<file path="config.mk">
export PLATFORM = sky130hd
export DESIGN_NAME = priority_voice_allocator_flat
export DESIGN_NICKNAME = d
export VERILOG_FILES = /design/src/pva_pkg.sv /design/src/pva_req_if.sv /design/src/pva_rsp_if.sv /design/src/pva_cell.sv /design/src/priority_voice_allocator.sv /design/src/flat_wrapper.sv
export VERILOG_INCLUDE_DIRS = /design/src /design/src/src
export SDC_FILE = /design/constraint.sdc
export NUM_CORES = 2
export LEC_CHECK = 0
export BUFFER_PORTS_ARGS = -buffer_cell sky130_fd_sc_hd__buf_4
export CAP_MARGIN = 20
export CELL_PAD_IN_SITES_DETAIL_PLACEMENT = 0
export CELL_PAD_IN_SITES_GLOBAL_PLACEMENT = 1
export CORE_ASPECT_RATIO = 0.8
export CORE_MARGIN = 1.5
export CORE_UTILIZATION = 45
export DETAILED_ROUTE_END_ITERATION = 6
export GPL_ROUTABILITY_DRIVEN = 0
export GPL_TIMING_DRIVEN = 0
export PLACE_DENSITY = 0.81
export SYNTH_ARGS = -nofsm -noshare
export SYNTH_HDL_FRONTEND = slang
export SYNTH_SLANG_ARGS = --single-unit
</file>
<file path="constraint.sdc">
create_clock -name clk -period 6.16 [get_ports clk]
set_input_delay 1.232 -clock clk [delete_from_list [all_inputs] [get_ports clk]]
set_output_delay 1.232 -clock clk [all_outputs]
set_load 0.02 [all_outputs]
</file>
<file path="src/priority_voice_allocator_macros.svh">
// Assertion helpers for files that check their own logic.
// Each one samples on the rising edge of clk and is switched off in reset.
`ifndef PRIORITY_VOICE_ALLOCATOR_MACROS_SVH
`define PRIORITY_VOICE_ALLOCATOR_MACROS_SVH

// The consequent must hold in the same cycle as the antecedent.
`define PVA_ASSERT_NOW(label, ante, cons, msg) \
  label: assert property (@(posedge clk) disable iff (rst) (ante) |-> (cons)) \
    else $error(msg);

// The consequent must hold in the cycle after the antecedent.
`define PVA_ASSERT_NEXT(label, ante, cons, msg) \
  label: assert property (@(posedge clk) disable iff (rst) (ante) |=> (cons)) \
    else $error(msg);

`endif

</file>
<file path="src/pva_pkg.sv">
`timescale 1ns / 1ps

package pva_pkg;

  localparam int CMD_W    = 2;
  localparam int LEVEL_W  = 8;
  localparam int PRIO_W   = 8;
  localparam int HANDLE_W = 6;
  localparam int STATUS_W = 2;
  localparam int COUNT_W  = 6;
  localparam int CFG_W    = 8;
  localparam int CFG_IDX_W = 1;

  localparam logic [CMD_W-1:0] CMD_ALLOC = 2'd0;
  localparam logic [CMD_W-1:0] CMD_FREE  = 2'd1;
  localparam logic [CMD_W-1:0] CMD_QUERY = 2'd2;
  localparam logic [CMD_W-1:0] CMD_KILL  = 2'd3;

  localparam logic [STATUS_W-1:0] STATUS_OK        = 2'd0;
  localparam logic [STATUS_W-1:0] STATUS_NO_VOICE  = 2'd1;
  localparam logic [STATUS_W-1:0] STATUS_NOT_FOUND = 2'd2;

  localparam logic [CFG_IDX_W-1:0] CFG_MAX_VOICES     = 1'd0;
  localparam logic [CFG_IDX_W-1:0] CFG_MUSIC_PRIORITY = 1'd1;

  localparam logic [HANDLE_W-1:0] MAX_VOICES_RESET     = 6'd32;
  localparam logic [PRIO_W-1:0]   MUSIC_PRIORITY_RESET = 8'd255;

endpackage

</file>
<file path="src/pva_req_if.sv">
`timescale 1ns / 1ps

interface pva_req_if
  import pva_pkg::*;
();
  logic                valid;
  logic                ready;
  logic [CMD_W-1:0]    cmd;
  logic [PRIO_W-1:0]   priority_req;
  logic [HANDLE_W-1:0] handle;
  logic [LEVEL_W-1:0]  left_level;
  logic [LEVEL_W-1:0]  right_level;

  modport source (
    output valid, cmd, priority_req, handle, left_level, right_level,
    input  ready
  );
  modport sink (
    input  valid, cmd, priority_req, handle, left_level, right_level,
    output ready
  );
endinterface

</file>
<file path="src/pva_rsp_if.sv">
`timescale 1ns / 1ps

interface pva_rsp_if
  import pva_pkg::*;
();
  logic                valid;
  logic                ready;
  logic [STATUS_W-1:0] status;
  logic [HANDLE_W-1:0] granted_handle;
  logic                stolen;
  logic [HANDLE_W-1:0] stolen_handle;
  logic                available;
  logic [COUNT_W-1:0]  voices_playing;

  modport source (
    output valid, status, granted_handle, stolen, stolen_handle, available,
           voices_playing,
    input  ready
  );
  modport sink (
    input  valid, status, granted_handle, stolen, stolen_handle, available,
           voices_playing,
    output ready
  );
endinterface

</file>
<file path="src/pva_cell.sv">
`timescale 1ns / 1ps

module pva_cell
  import pva_pkg::*;
#(
  parameter int IDX = 1,
  parameter int IW  = 6
) (
  input  logic                clk,
  input  logic                rst,
  input  logic [2*IW+3+4*PRIO_W-1:0] ctl,
  input  logic [5*IW+1+3*PRIO_W:0]   rec_in,
  output logic [5*IW+1+3*PRIO_W:0]   rec_out
);

  typedef struct packed {
    logic              valid;
    logic [IW-1:0]     all_cnt;
    logic [IW-1:0]     pool_cnt;
    logic [IW-1:0]     music_cnt;
    logic [IW-1:0]     vic;
    logic [PRIO_W-1:0] vic_prio;
    logic [LEVEL_W-1:0] vic_left;
    logic [LEVEL_W-1:0] vic_right;
    logic [IW-1:0]     free2;
    logic              tgt;
  } scan_t;

  typedef struct packed {
    logic [IW-1:0]      eff_max;
    logic [PRIO_W-1:0]  music;
    logic [IW-1:0]      probe;
    logic               kill;
    logic               clr;
    logic               wr;
    logic [PRIO_W-1:0]  prio;
    logic [LEVEL_W-1:0] left;
    logic [LEVEL_W-1:0] right;
  } ctl_t;

  localparam logic [IW-1:0] MY_IDX = IW'(IDX);

  ctl_t  c;
  scan_t ri;
  scan_t ro;
  scan_t rnext;

  logic               active;
  logic [PRIO_W-1:0]  prio;
  logic [LEVEL_W-1:0] lvl_left;
  logic [LEVEL_W-1:0] lvl_right;
  logic               in_pool;
  logic               here;
  logic               take;

  assign c       = ctl_t'(ctl);
  assign ri      = scan_t'(rec_in);
  assign rec_out = ro;

  assign in_pool = (MY_IDX <= c.eff_max);
  // The probe handle selects this slot both for the free lookup and for writes.
  assign here    = (c.probe == MY_IDX);

  // A later slot displaces the candidate only if strictly better.
  assign take = active && in_pool &&
                ((ri.vic == '0) || (prio < ri.vic_prio) ||
                 ((prio == ri.vic_prio) && (lvl_left < ri.vic_left) &&
                  (lvl_right < ri.vic_right)));

  always_comb begin
    rnext           = ri;
    rnext.all_cnt   = ri.all_cnt + IW'(active);
    rnext.pool_cnt  = ri.pool_cnt + IW'(active && in_pool);
    rnext.music_cnt = ri.music_cnt + IW'(active && (prio == c.music));
    if (take) begin
      rnext.vic       = MY_IDX;
      rnext.vic_prio  = prio;
      rnext.vic_left  = lvl_left;
      rnext.vic_right = lvl_right;
    end
    if ((ri.free2 == '0) && !active && in_pool && (MY_IDX >= IW'(2))) begin
      rnext.free2 = MY_IDX;
    end
    if (here) begin
      rnext.tgt = active;
    end
  end

  always_ff @(posedge clk) begin
    if (rst) begin
      ro.valid <= 1'b0;
    end else begin
      ro.valid <= ri.valid;
    end
    ro.all_cnt   <= rnext.all_cnt;
    ro.pool_cnt  <= rnext.pool_cnt;
    ro.music_cnt <= rnext.music_cnt;
    ro.vic       <= rnext.vic;
    ro.vic_prio  <= rnext.vic_prio;
    ro.vic_left  <= rnext.vic_left;
    ro.vic_right <= rnext.vic_right;
    ro.free2     <= rnext.free2;
    ro.tgt       <= rnext.tgt;
  end

  always_ff @(posedge clk) begin
    if (rst) begin
      active <= 1'b0;
    end else if (c.wr && here) begin
      active <= 1'b1;
    end else if ((c.clr && here) || (c.kill && active && (prio != c.music))) begin
      active <= 1'b0;
    end
  end

  always_ff @(posedge clk) begin
    if (c.wr && here) begin
      prio      <= c.prio;
      lvl_left  <= c.left;
      lvl_right <= c.right;
    end
  end

endmodule

</file>
<file path="src/priority_voice_allocator.sv">
// Voice slot allocator with priority based stealing.
// Requests arrive on the req channel (valid/ready) carrying a command, a
// priority, a handle and two levels; every request yields exactly one
// response on the rsp channel. Configuration (max_voices, music_priority)
// is written through cfg_we/cfg_addr/cfg_wdata; the user is bound to write
// it only while no request is open, as the block does not enforce this.
// Each slot lives in one cell of a chain; a scan record enters the first
// cell and moves one cell per cycle, gathering counts, the steal candidate
// and the first free handle from 2 upward. An accepted request passes the
// start register, the chain of NUM_VOICES cells and the result register;
// no new request is taken until the previous response is in the output register.
// The response sits in an output register, so a new request is accepted
// while the previous response still waits; if the receiver stalls, the
// finished scan is held and the slot update is deferred until the output
// register is free. Reset is synchronous: all slots become inactive and
// the registers return to 32 voices and music priority 255. No clearing
// pass is needed, so requests are taken in the first cycle after reset.
`timescale 1ns / 1ps

`include "priority_voice_allocator_macros.svh"

module priority_voice_allocator
  import pva_pkg::*;
#(
  parameter int NUM_VOICES = 32
) (
  input  logic                 clk,
  input  logic                 rst,
  input  logic                 cfg_we,
  input  logic [CFG_IDX_W-1:0] cfg_addr,
  input  logic [CFG_W-1:0]     cfg_wdata,
  pva_req_if.sink              req,
  pva_rsp_if.source            rsp
);

  localparam int CW = $clog2(NUM_VOICES + 1);
  localparam int IW = (CW > HANDLE_W) ? CW : HANDLE_W;
  localparam logic [IW-1:0] NV = IW'(NUM_VOICES);

  localparam logic [1:0] ST_IDLE   = 2'd0;
  localparam logic [1:0] ST_SCAN   = 2'd1;
  localparam logic [1:0] ST_FINISH = 2'd2;

  typedef struct packed {
    logic              valid;
    logic [IW-1:0]     all_cnt;
    logic [IW-1:0]     pool_cnt;
    logic [IW-1:0]     music_cnt;
    logic [IW-1:0]     vic;
    logic [PRIO_W-1:0] vic_prio;
    logic [LEVEL_W-1:0] vic_left;
    logic [LEVEL_W-1:0] vic_right;
    logic [IW-1:0]     free2;
    logic              tgt;
  } scan_t;

  typedef struct packed {
    logic [IW-1:0]      eff_max;
    logic [PRIO_W-1:0]  music;
    logic [IW-1:0]      probe;
    logic               kill;
    logic               clr;
    logic               wr;
    logic [PRIO_W-1:0]  prio;
    logic [LEVEL_W-1:0] left;
    logic [LEVEL_W-1:0] right;
  } ctl_t;

  logic [1:0]          state;
  logic [1:0]          state_next;
  logic [HANDLE_W-1:0] max_voices;
  logic [PRIO_W-1:0]   music_priority;
  logic [IW-1:0]       eff_max;
  logic [IW-1:0]       mv_ext;

  logic [CMD_W-1:0]    cmd_q;
  logic [PRIO_W-1:0]   prio_q;
  logic [HANDLE_W-1:0] hnd_q;
  logic [LEVEL_W-1:0]  left_q;
  logic [LEVEL_W-1:0]  right_q;
  logic                start;

  scan_t               rec [0:NUM_VOICES];
  logic [NUM_VOICES-1:0] chain_vld;
  scan_t               fin;
  ctl_t                ctl;

  logic                accept;
  logic                fire;
  logic                full;
  logic                vic_ok;
  logic                free_ok;
  logic [IW-1:0]       hnd_ext;
  logic [IW-1:0]       grant;
  logic [IW-1:0]       count_next;
  logic [STATUS_W-1:0] status_next;
  logic [IW-1:0]       granted_next;
  logic                stolen_next;
  logic [IW-1:0]       stolen_h_next;
  logic                avail_next;

  logic                rsp_valid;
  logic [STATUS_W-1:0] rsp_status;
  logic [HANDLE_W-1:0] rsp_granted;
  logic                rsp_stolen;
  logic [HANDLE_W-1:0] rsp_stolen_h;
  logic                rsp_avail;
  logic [COUNT_W-1:0]  rsp_count;

  // Configuration registers.
  always_ff @(posedge clk) begin
    if (rst) begin
      max_voices     <= MAX_VOICES_RESET;
      music_priority <= MUSIC_PRIORITY_RESET;
    end else if (cfg_we) begin
      unique case (cfg_addr)
        CFG_MAX_VOICES:     max_voices     <= cfg_wdata[HANDLE_W-1:0];
        CFG_MUSIC_PRIORITY: music_priority <= cfg_wdata;
        default: ;
      endcase
    end
  end

  // Zero acts as one slot, anything beyond the chain as the whole chain.
  assign mv_ext  = IW'(max_voices);
  assign eff_max = (max_voices == '0) ? IW'(1) : ((mv_ext > NV) ? NV : mv_ext);

  assign accept    = req.valid && req.ready;
  assign req.ready = (state == ST_IDLE);

  always_ff @(posedge clk) begin
    if (accept) begin
      cmd_q   <= req.cmd;
      prio_q  <= req.priority_req;
      hnd_q   <= req.handle;
      left_q  <= req.left_level;
      right_q <= req.right_level;
    end
  end

  always_ff @(posedge clk) begin
    if (rst) begin
      start <= 1'b0;
    end else begin
      start <= accept;
    end
  end

  always_comb begin
    rec[0]       = '0;
    rec[0].valid = start;
  end

  for (genvar i = 0; i < NUM_VOICES; i++) begin : g_cell
    pva_cell #(
      .IDX (i + 1),
      .IW  (IW)
    ) u_cell (
      .clk     (clk),
      .rst     (rst),
      .ctl     (ctl),
      .rec_in  (rec[i]),
      .rec_out (rec[i+1])
    );
    assign chain_vld[i] = rec[i+1].valid;
  end

  always_ff @(posedge clk) begin
    if (rec[NUM_VOICES].valid) begin
      fin <= rec[NUM_VOICES];
    end
  end

  always_comb begin
    state_next = state;
    unique case (state)
      ST_IDLE:   if (accept) state_next = ST_SCAN;
      ST_SCAN:   if (rec[NUM_VOICES].valid) state_next = ST_FINISH;
      ST_FINISH: if (fire) state_next = ST_IDLE;
      default:   state_next = ST_IDLE;
    endcase
  end

  always_ff @(posedge clk) begin
    if (rst) begin
      state <= ST_IDLE;
    end else begin
      state <= state_next;
    end
  end

  // Decision from the finished scan.
  assign fire    = (state == ST_FINISH) && (!rsp_valid || rsp.ready);
  assign full    = (fin.pool_cnt >= eff_max);
  assign vic_ok  = (fin.vic != '0) && (fin.vic_prio <= prio_q);
  assign hnd_ext = IW'(hnd_q);
  assign free_ok = (hnd_ext != '0) && (hnd_ext <= eff_max) && fin.tgt;
  // When the pool is full the stolen slot is the only one left to grant.
  assign grant   = full ? fin.vic : ((fin.free2 != '0) ? fin.free2 : IW'(1));

  always_comb begin
    status_next   = STATUS_OK;
    granted_next  = '0;
    stolen_next   = 1'b0;
    stolen_h_next = '0;
    avail_next    = 1'b0;
    count_next    = fin.all_cnt;
    unique case (cmd_q)
      CMD_ALLOC: begin
        if (!full) begin
          granted_next = grant;
          count_next   = fin.all_cnt + IW'(1);
        end else if (vic_ok) begin
          granted_next  = grant;
          stolen_next   = 1'b1;
          stolen_h_next = fin.vic;
        end else begin
          status_next = STATUS_NO_VOICE;
        end
      end
      CMD_FREE: begin
        if (free_ok) begin
          count_next = fin.all_cnt - IW'(1);
        end else begin
          status_next = STATUS_NOT_FOUND;
        end
      end
      CMD_QUERY: begin
        avail_next = !full || vic_ok;
      end
      CMD_KILL: begin
        count_next = fin.music_cnt;
      end
      default: ;
    endcase
  end

  always_comb begin
    ctl.eff_max = eff_max;
    ctl.music   = music_priority;
    ctl.probe   = (state == ST_FINISH && cmd_q == CMD_ALLOC) ? grant : hnd_ext;
    ctl.kill    = fire && (cmd_q == CMD_KILL);
    ctl.clr     = fire && (cmd_q == CMD_FREE) && free_ok;
    ctl.wr      = fire && (cmd_q == CMD_ALLOC) && (!full || vic_ok);
    ctl.prio    = prio_q;
    ctl.left    = left_q;
    ctl.right   = right_q;
  end

  always_ff @(posedge clk) begin
    if (rst) begin
      rsp_valid <= 1'b0;
    end else if (fire) begin
      rsp_valid <= 1'b1;
    end else if (rsp.ready) begin
      rsp_valid <= 1'b0;
    end
  end

  always_ff @(posedge clk) begin
    if (fire) begin
      rsp_status   <= status_next;
      rsp_granted  <= granted_next[HANDLE_W-1:0];
      rsp_stolen   <= stolen_next;
      rsp_stolen_h <= stolen_h_next[HANDLE_W-1:0];
      rsp_avail    <= avail_next;
      rsp_count    <= count_next[COUNT_W-1:0];
    end
  end

  assign rsp.valid          = rsp_valid;
  assign rsp.status         = rsp_status;
  assign rsp.granted_handle = rsp_granted;
  assign rsp.stolen         = rsp_stolen;
  assign rsp.stolen_handle  = rsp_stolen_h;
  assign rsp.available      = rsp_avail;
  assign rsp.voices_playing = rsp_count;

  `PVA_ASSERT_NOW(a_one_scan, 1'b1, $onehot0(chain_vld), "more than one scan in the chain")
  `PVA_ASSERT_NOW(a_scan_state, rec[NUM_VOICES].valid, state == ST_SCAN,
                  "scan finished outside the scan state")
  `PVA_ASSERT_NOW(a_pool_count, state == ST_FINISH, fin.pool_cnt <= eff_max,
                  "active count in pool exceeds slots in use")
  `PVA_ASSERT_NEXT(a_steal_grant, fire && stolen_next,
                   rsp.granted_handle == rsp.stolen_handle,
                   "stolen slot not the one granted")

endmodule

</file>
<file path="src/flat_wrapper.sv">
// flat-port wrapper written by rule: the top's interface ports become plain ports
module priority_voice_allocator_flat import pva_pkg::*;
#(
  parameter int NUM_VOICES = 32
)
  (clk, rst, cfg_we, cfg_addr, cfg_wdata, req_valid, req_cmd, req_priority_req, req_handle, req_left_level, req_right_level, req_ready, rsp_valid, rsp_status, rsp_granted_handle, rsp_stolen, rsp_stolen_handle, rsp_available, rsp_voices_playing, rsp_ready);
  pva_req_if req_i ();
  pva_rsp_if rsp_i ();
  input  logic clk;
  input  logic rst;
  input  logic cfg_we;
  input  logic [CFG_IDX_W-1:0] cfg_addr;
  input  logic [CFG_W-1:0] cfg_wdata;
  input wire logic [$bits(req_i.valid)-1:0] req_valid;
  input wire logic [$bits(req_i.cmd)-1:0] req_cmd;
  input wire logic [$bits(req_i.priority_req)-1:0] req_priority_req;
  input wire logic [$bits(req_i.handle)-1:0] req_handle;
  input wire logic [$bits(req_i.left_level)-1:0] req_left_level;
  input wire logic [$bits(req_i.right_level)-1:0] req_right_level;
  output wire logic [$bits(req_i.ready)-1:0] req_ready;
  output wire logic [$bits(rsp_i.valid)-1:0] rsp_valid;
  output wire logic [$bits(rsp_i.status)-1:0] rsp_status;
  output wire logic [$bits(rsp_i.granted_handle)-1:0] rsp_granted_handle;
  output wire logic [$bits(rsp_i.stolen)-1:0] rsp_stolen;
  output wire logic [$bits(rsp_i.stolen_handle)-1:0] rsp_stolen_handle;
  output wire logic [$bits(rsp_i.available)-1:0] rsp_available;
  output wire logic [$bits(rsp_i.voices_playing)-1:0] rsp_voices_playing;
  input wire logic [$bits(rsp_i.ready)-1:0] rsp_ready;
  assign req_i.valid = req_valid;
  assign req_i.cmd = req_cmd;
  assign req_i.priority_req = req_priority_req;
  assign req_i.handle = req_handle;
  assign req_i.left_level = req_left_level;
  assign req_i.right_level = req_right_level;
  assign req_ready = req_i.ready;
  assign rsp_valid = rsp_i.valid;
  assign rsp_status = rsp_i.status;
  assign rsp_granted_handle = rsp_i.granted_handle;
  assign rsp_stolen = rsp_i.stolen;
  assign rsp_stolen_handle = rsp_i.stolen_handle;
  assign rsp_available = rsp_i.available;
  assign rsp_voices_playing = rsp_i.voices_playing;
  assign rsp_i.ready = rsp_ready;
  priority_voice_allocator #(.NUM_VOICES(NUM_VOICES)) u_core (.clk(clk), .rst(rst), .cfg_we(cfg_we), .cfg_addr(cfg_addr), .cfg_wdata(cfg_wdata), .req(req_i), .rsp(rsp_i));
endmodule
</file>
==> impl_metrics.json <==
{
  "synth.top_cells.by_area": "dfxtp_1 (33%), edfxtp_1 (25%), ha_1 (11%)",
  "area_growth_pct": 13.84,
  "crit_type": "flop to flop",
  "power.share.combinational": 0.020,
  "cts_htree_levels": 4,
  "grt_pass1_vias": 61089,
  "min_period_ns": 5.895,
  "multi_input_area_sq_mm": 0.03862,
  "ys_ff_latch": 2525,
  "nFillCells": 18648,
  "power_frac_seq": 0.531,
  "synth_cell_types": 83,
  "cts_buffers": 231,
  "die_h_um": 427.7,
  "yosys.area.top_type": "dfxtp_1",
  "cts_hold_buffers": 0,
  "swShare": 0.2098,
  "leakage_nw": 45.54,
  "grt_remaining_overflow": 0,
  "p_sw_mw": 6.831,
  "skew_ns": 0.04534,
  "async_flop_share": 0,
  "drv_cap": 0,
  "synth_top_area_share": 0.3284,
  "met1_usage": 0.3306,
  "critPathLaunchType": "flop",
  "postCtsSetupRepairBufs": 0,
  "busiest_layer": "met1",
  "endpoint_kind": "flop",
  "wl_per_cell_um": 21.30,
  "pre_cts_ws_ns": -0.2096,
  "grt_pass1_wl_um": 371500,
  "die_width_um": 533.8,
  "dp_hpwl_um": 185700,
  "track_usage": 0.2146,
  "fin_crit_sh": 0.9571,
  "start_util": 0.4536,
  "grt_use_met2": 0.3105,
  "worst_slew_pin_slew_ns": 1.170,
  "critPathArrivalTime_ns": 6.47,
  "path_clk_slew_ns": 0.07,
  "grt_setup_unrepaired": "false",
  "antenna_found_initial": 20,
  "status": "finished clean",
  "syn-mean-instance-area_sq_um": 12.67,
  "pwr-share-clk": 0.448,
  "io_buffers": 69,
  "synth_edf_count": 861,
  "netlist_area_sq_mm": 0.1014,
  "crit_chain": "inv_1 -> nand2_1 -> ha_1 -> nor4_2 -> o21ai_1 -> nand2_2 -> a21oi_1 -> nor4_4 -> nand2_1 -> buf_2 -> nor3_2 -> buf_6 -> buf_6",
  "die-area_sq_mm": 0.2283,
  "postSynthNetCount": 8941,
  "syn_inst": 8008,
  "clock-root-buffer": "clkbuf_16",
  "grt_max_degree": 40,
  "vias": 60638,
  "synth_ff_type": "dfxtp_1",
  "ant_nets": 0,
  "dr.pass1.iters": 6,
  "yosys_warnings": 0,
  "clk_path_buf_depth": 3,
  "p_int_mw": 25.73,
  "clock_latency_ns": 0.87,
  "met3_usage": 0.03796,
  "worstPathMaxFanout": 15,
  "ioPinCount": 70,
  "yosysSeqAreaShare": 0.5833,
  "row_count": 155,
  "slowest_delay_ns": 0.64,
  "vias_per_cell": 5.231,
  "p_per_area_mw_per_mm2": 282.0,
  "required_ns": 6.74,
  "drive_gt1_frac": 0.1849,
  "slew_violations": 0,
  "finalWorstSetupSlack_ns": 0.2645,
  "min_path_type": "flop to flop",
  "core_sq_mm": 0.2236,
  "ff_latch_area_sq_mm": 0.05917,
  "total_power_mw": 32.56,
  "cts.sinks": 2525,
  "drtIter0Drc": 5149,
  "critical-path-slowest-cell": "inv_1",
  "cts_tree": "yes",
  "finalHoldViolCount": 0,
  "peakVddDrop_v": 0.0002373,
  "route.detailed.drc": 0,
  "fin_nets": 9332,
  "drt_wl_total_um": 246900,
  "max_freq_mhz": 169.6,
  "relSlewSlack": 0.2203,
  "setup_violations": 0
}
-- Yosys cell counts, types with 48 or more instances --
master / count
a21o_1: 96
a21oi_1: 179
and2_1: 71
and3_1: 86
buf_2: 102
clkbuf_1: 97
dfxtp_1: 1664
edfxtp_1: 861
ha_1: 887
inv_1: 731
mux2_2: 757
nand2_1: 147
nand2b_1: 134
nand3_1: 263
nand4_1: 102
nor2_1: 242
nor2b_1: 124
nor3_1: 48
nor4_1: 56
o21a_1: 79
o21ai_0: 125
or2_2: 115
xnor2_1: 373
xor2_1: 217
-- placed cells by master, fill, tap and decap left out, drive strengths merged, types with 30 or more instances in the layout --
master / instances
ha: 887
o21a: 79
nand3: 264
clkbuf: 431
dfxtp: 1664
and3: 86
or4: 31
nor2b: 124
inv: 742
clkinv: 68
edfxtp: 861
nor4: 59
buf: 280
xor2: 217
nor3: 49
o211ai: 30
o31ai: 43
a21o: 96
xnor2: 373
nand2: 152
a211oi: 38
or2: 119
o21ai: 132
a21oi: 188
nand2b: 136
nor2: 244
mux2: 758
and2: 71
nand4: 102
-- cell type report --
class / instances / area share
Inverter: 731 / 0.02376
Timing Repair Buffer: 159 / 0.02057
Clock buffer: 335 / 0.05803
Clock inverter: 103 / 0.009590
Sequential cell: 2525 / 0.5124
Buffer: 217 / 0.008766
Antenna cell: 5 / 0.0001084
Multi-Input combinational cell: 4534 / 0.3344
Tap cell: 2983 / 0.03232
-- cells by family after synthesis --
group                      after synthesis  share of synthesized area
buffers and inverters                  949                    0.03697
and+or+nand+nor                       1493                    0.08071
AOI/OAI and AO/OA                      792                    0.05284
adders and majority gates              887                     0.1094
DFF                                   2525                     0.5833
xor gates and xnor gates               590                    0.05094
muxes                                  772                    0.08582
-- registers in the layout (all words and copies together), names as in the netlist, 2 cells and up --
register / cells
u_core.right_q: 8
u_core.fin: 39
u_core.g_cell.u_cell.rec_out: 1614
u_core.cmd_q: 2
u_core.max_voices: 6
u_core.rsp.granted_handle: 6
u_core.prio_q: 8
u_core.left_q: 8
u_core.g_cell.u_cell.lvl_right: 256
u_core.rsp.status: 2
u_core.music_priority: 8
u_core.g_cell.u_cell.active: 32
u_core.g_cell.u_cell.lvl_left: 256
u_core.g_cell.u_cell.prio: 256
u_core.rsp.stolen_handle: 6
u_core.hnd_ext: 6
u_core.rsp.voices_playing: 6
u_core.state: 2
-- per-stage QoR --
step                      cell area (sq um)  utilization  setup TNS (ns)  hold slack (ns)  std cells
after floorplan                      101400            -               0           0.3290       8008
after global placement               105700       0.4726         -831.17           0.3428      11060
after detailed placement             107600       0.4813          -3.089           0.3430      11147
after CTS                            115400       0.5163               0           0.3552      11585
after global routing                 115500       0.5163               0           0.3683      11587
final                                115500       0.5164               0           0.3553      11592
-- timing repair --
| item | 4_1_cts | 5_1_grt |
|---|---|---|
| setup endpoints to repair | 71 | 77 |
| pin swaps | 0 | 0 |
| hold endpoints to repair | 0 | 0 |
| gates resized for setup | 1 | 1 |
-- critical path: cells and delay by family, from the launching register on --
kind | cells | cell delay [ns]
and+or+nand+nor | 6 | 2.78
buffers and inverters | 4 | 1.47
DFF | 1 | 0.48
adders and majority gates | 1 | 0.42
AOI/OAI and AO/OA | 2 | 0.41
-- power by group through the flow --
stage / Combinational, mW / Clock [mW] / Sequential, mW
CTS: 0.660 / 14.8 / 17.3
finish: 0.667 / 14.6 / 17.3
floorplan: 0.238 / 0 / 17.6
global placement: 0.432 / 0 / 17.8
global route: 0.689 / 15.5 / 17.3
detailed placement: 0.658 / 0 / 17.7
-- worst paths after layout --
path,cells after the start,slack [ns],to,from
max,13,0.26,u_core.g_cell[31].u_cell.lvl_left[2]$_DFFE_PP_,u_core.max_voices[5]$_SDFFE_PP1P_
min,0,0.36,u_core.g_cell[0].u_cell.rec_out[49]$_DFF_P_,u_core.g_cell[0].u_cell.active$_SDFFE_PP0P_
max reg2reg,13,0.26,u_core.g_cell[31].u_cell.lvl_left[2]$_DFFE_PP_,u_core.max_voices[5]$_SDFFE_PP1P_
min reg2reg,0,0.36,u_core.g_cell[0].u_cell.rec_out[49]$_DFF_P_,u_core.g_cell[0].u_cell.active$_SDFFE_PP0P_
-- routing by layer --
metal  part of all wire  routed length [um]
met1               0.50              124700
met2               0.41              100600
met3              0.068               16840
met4              0.019                4745
met5            0.00032                  78
(Power assumes the default switching activity.)
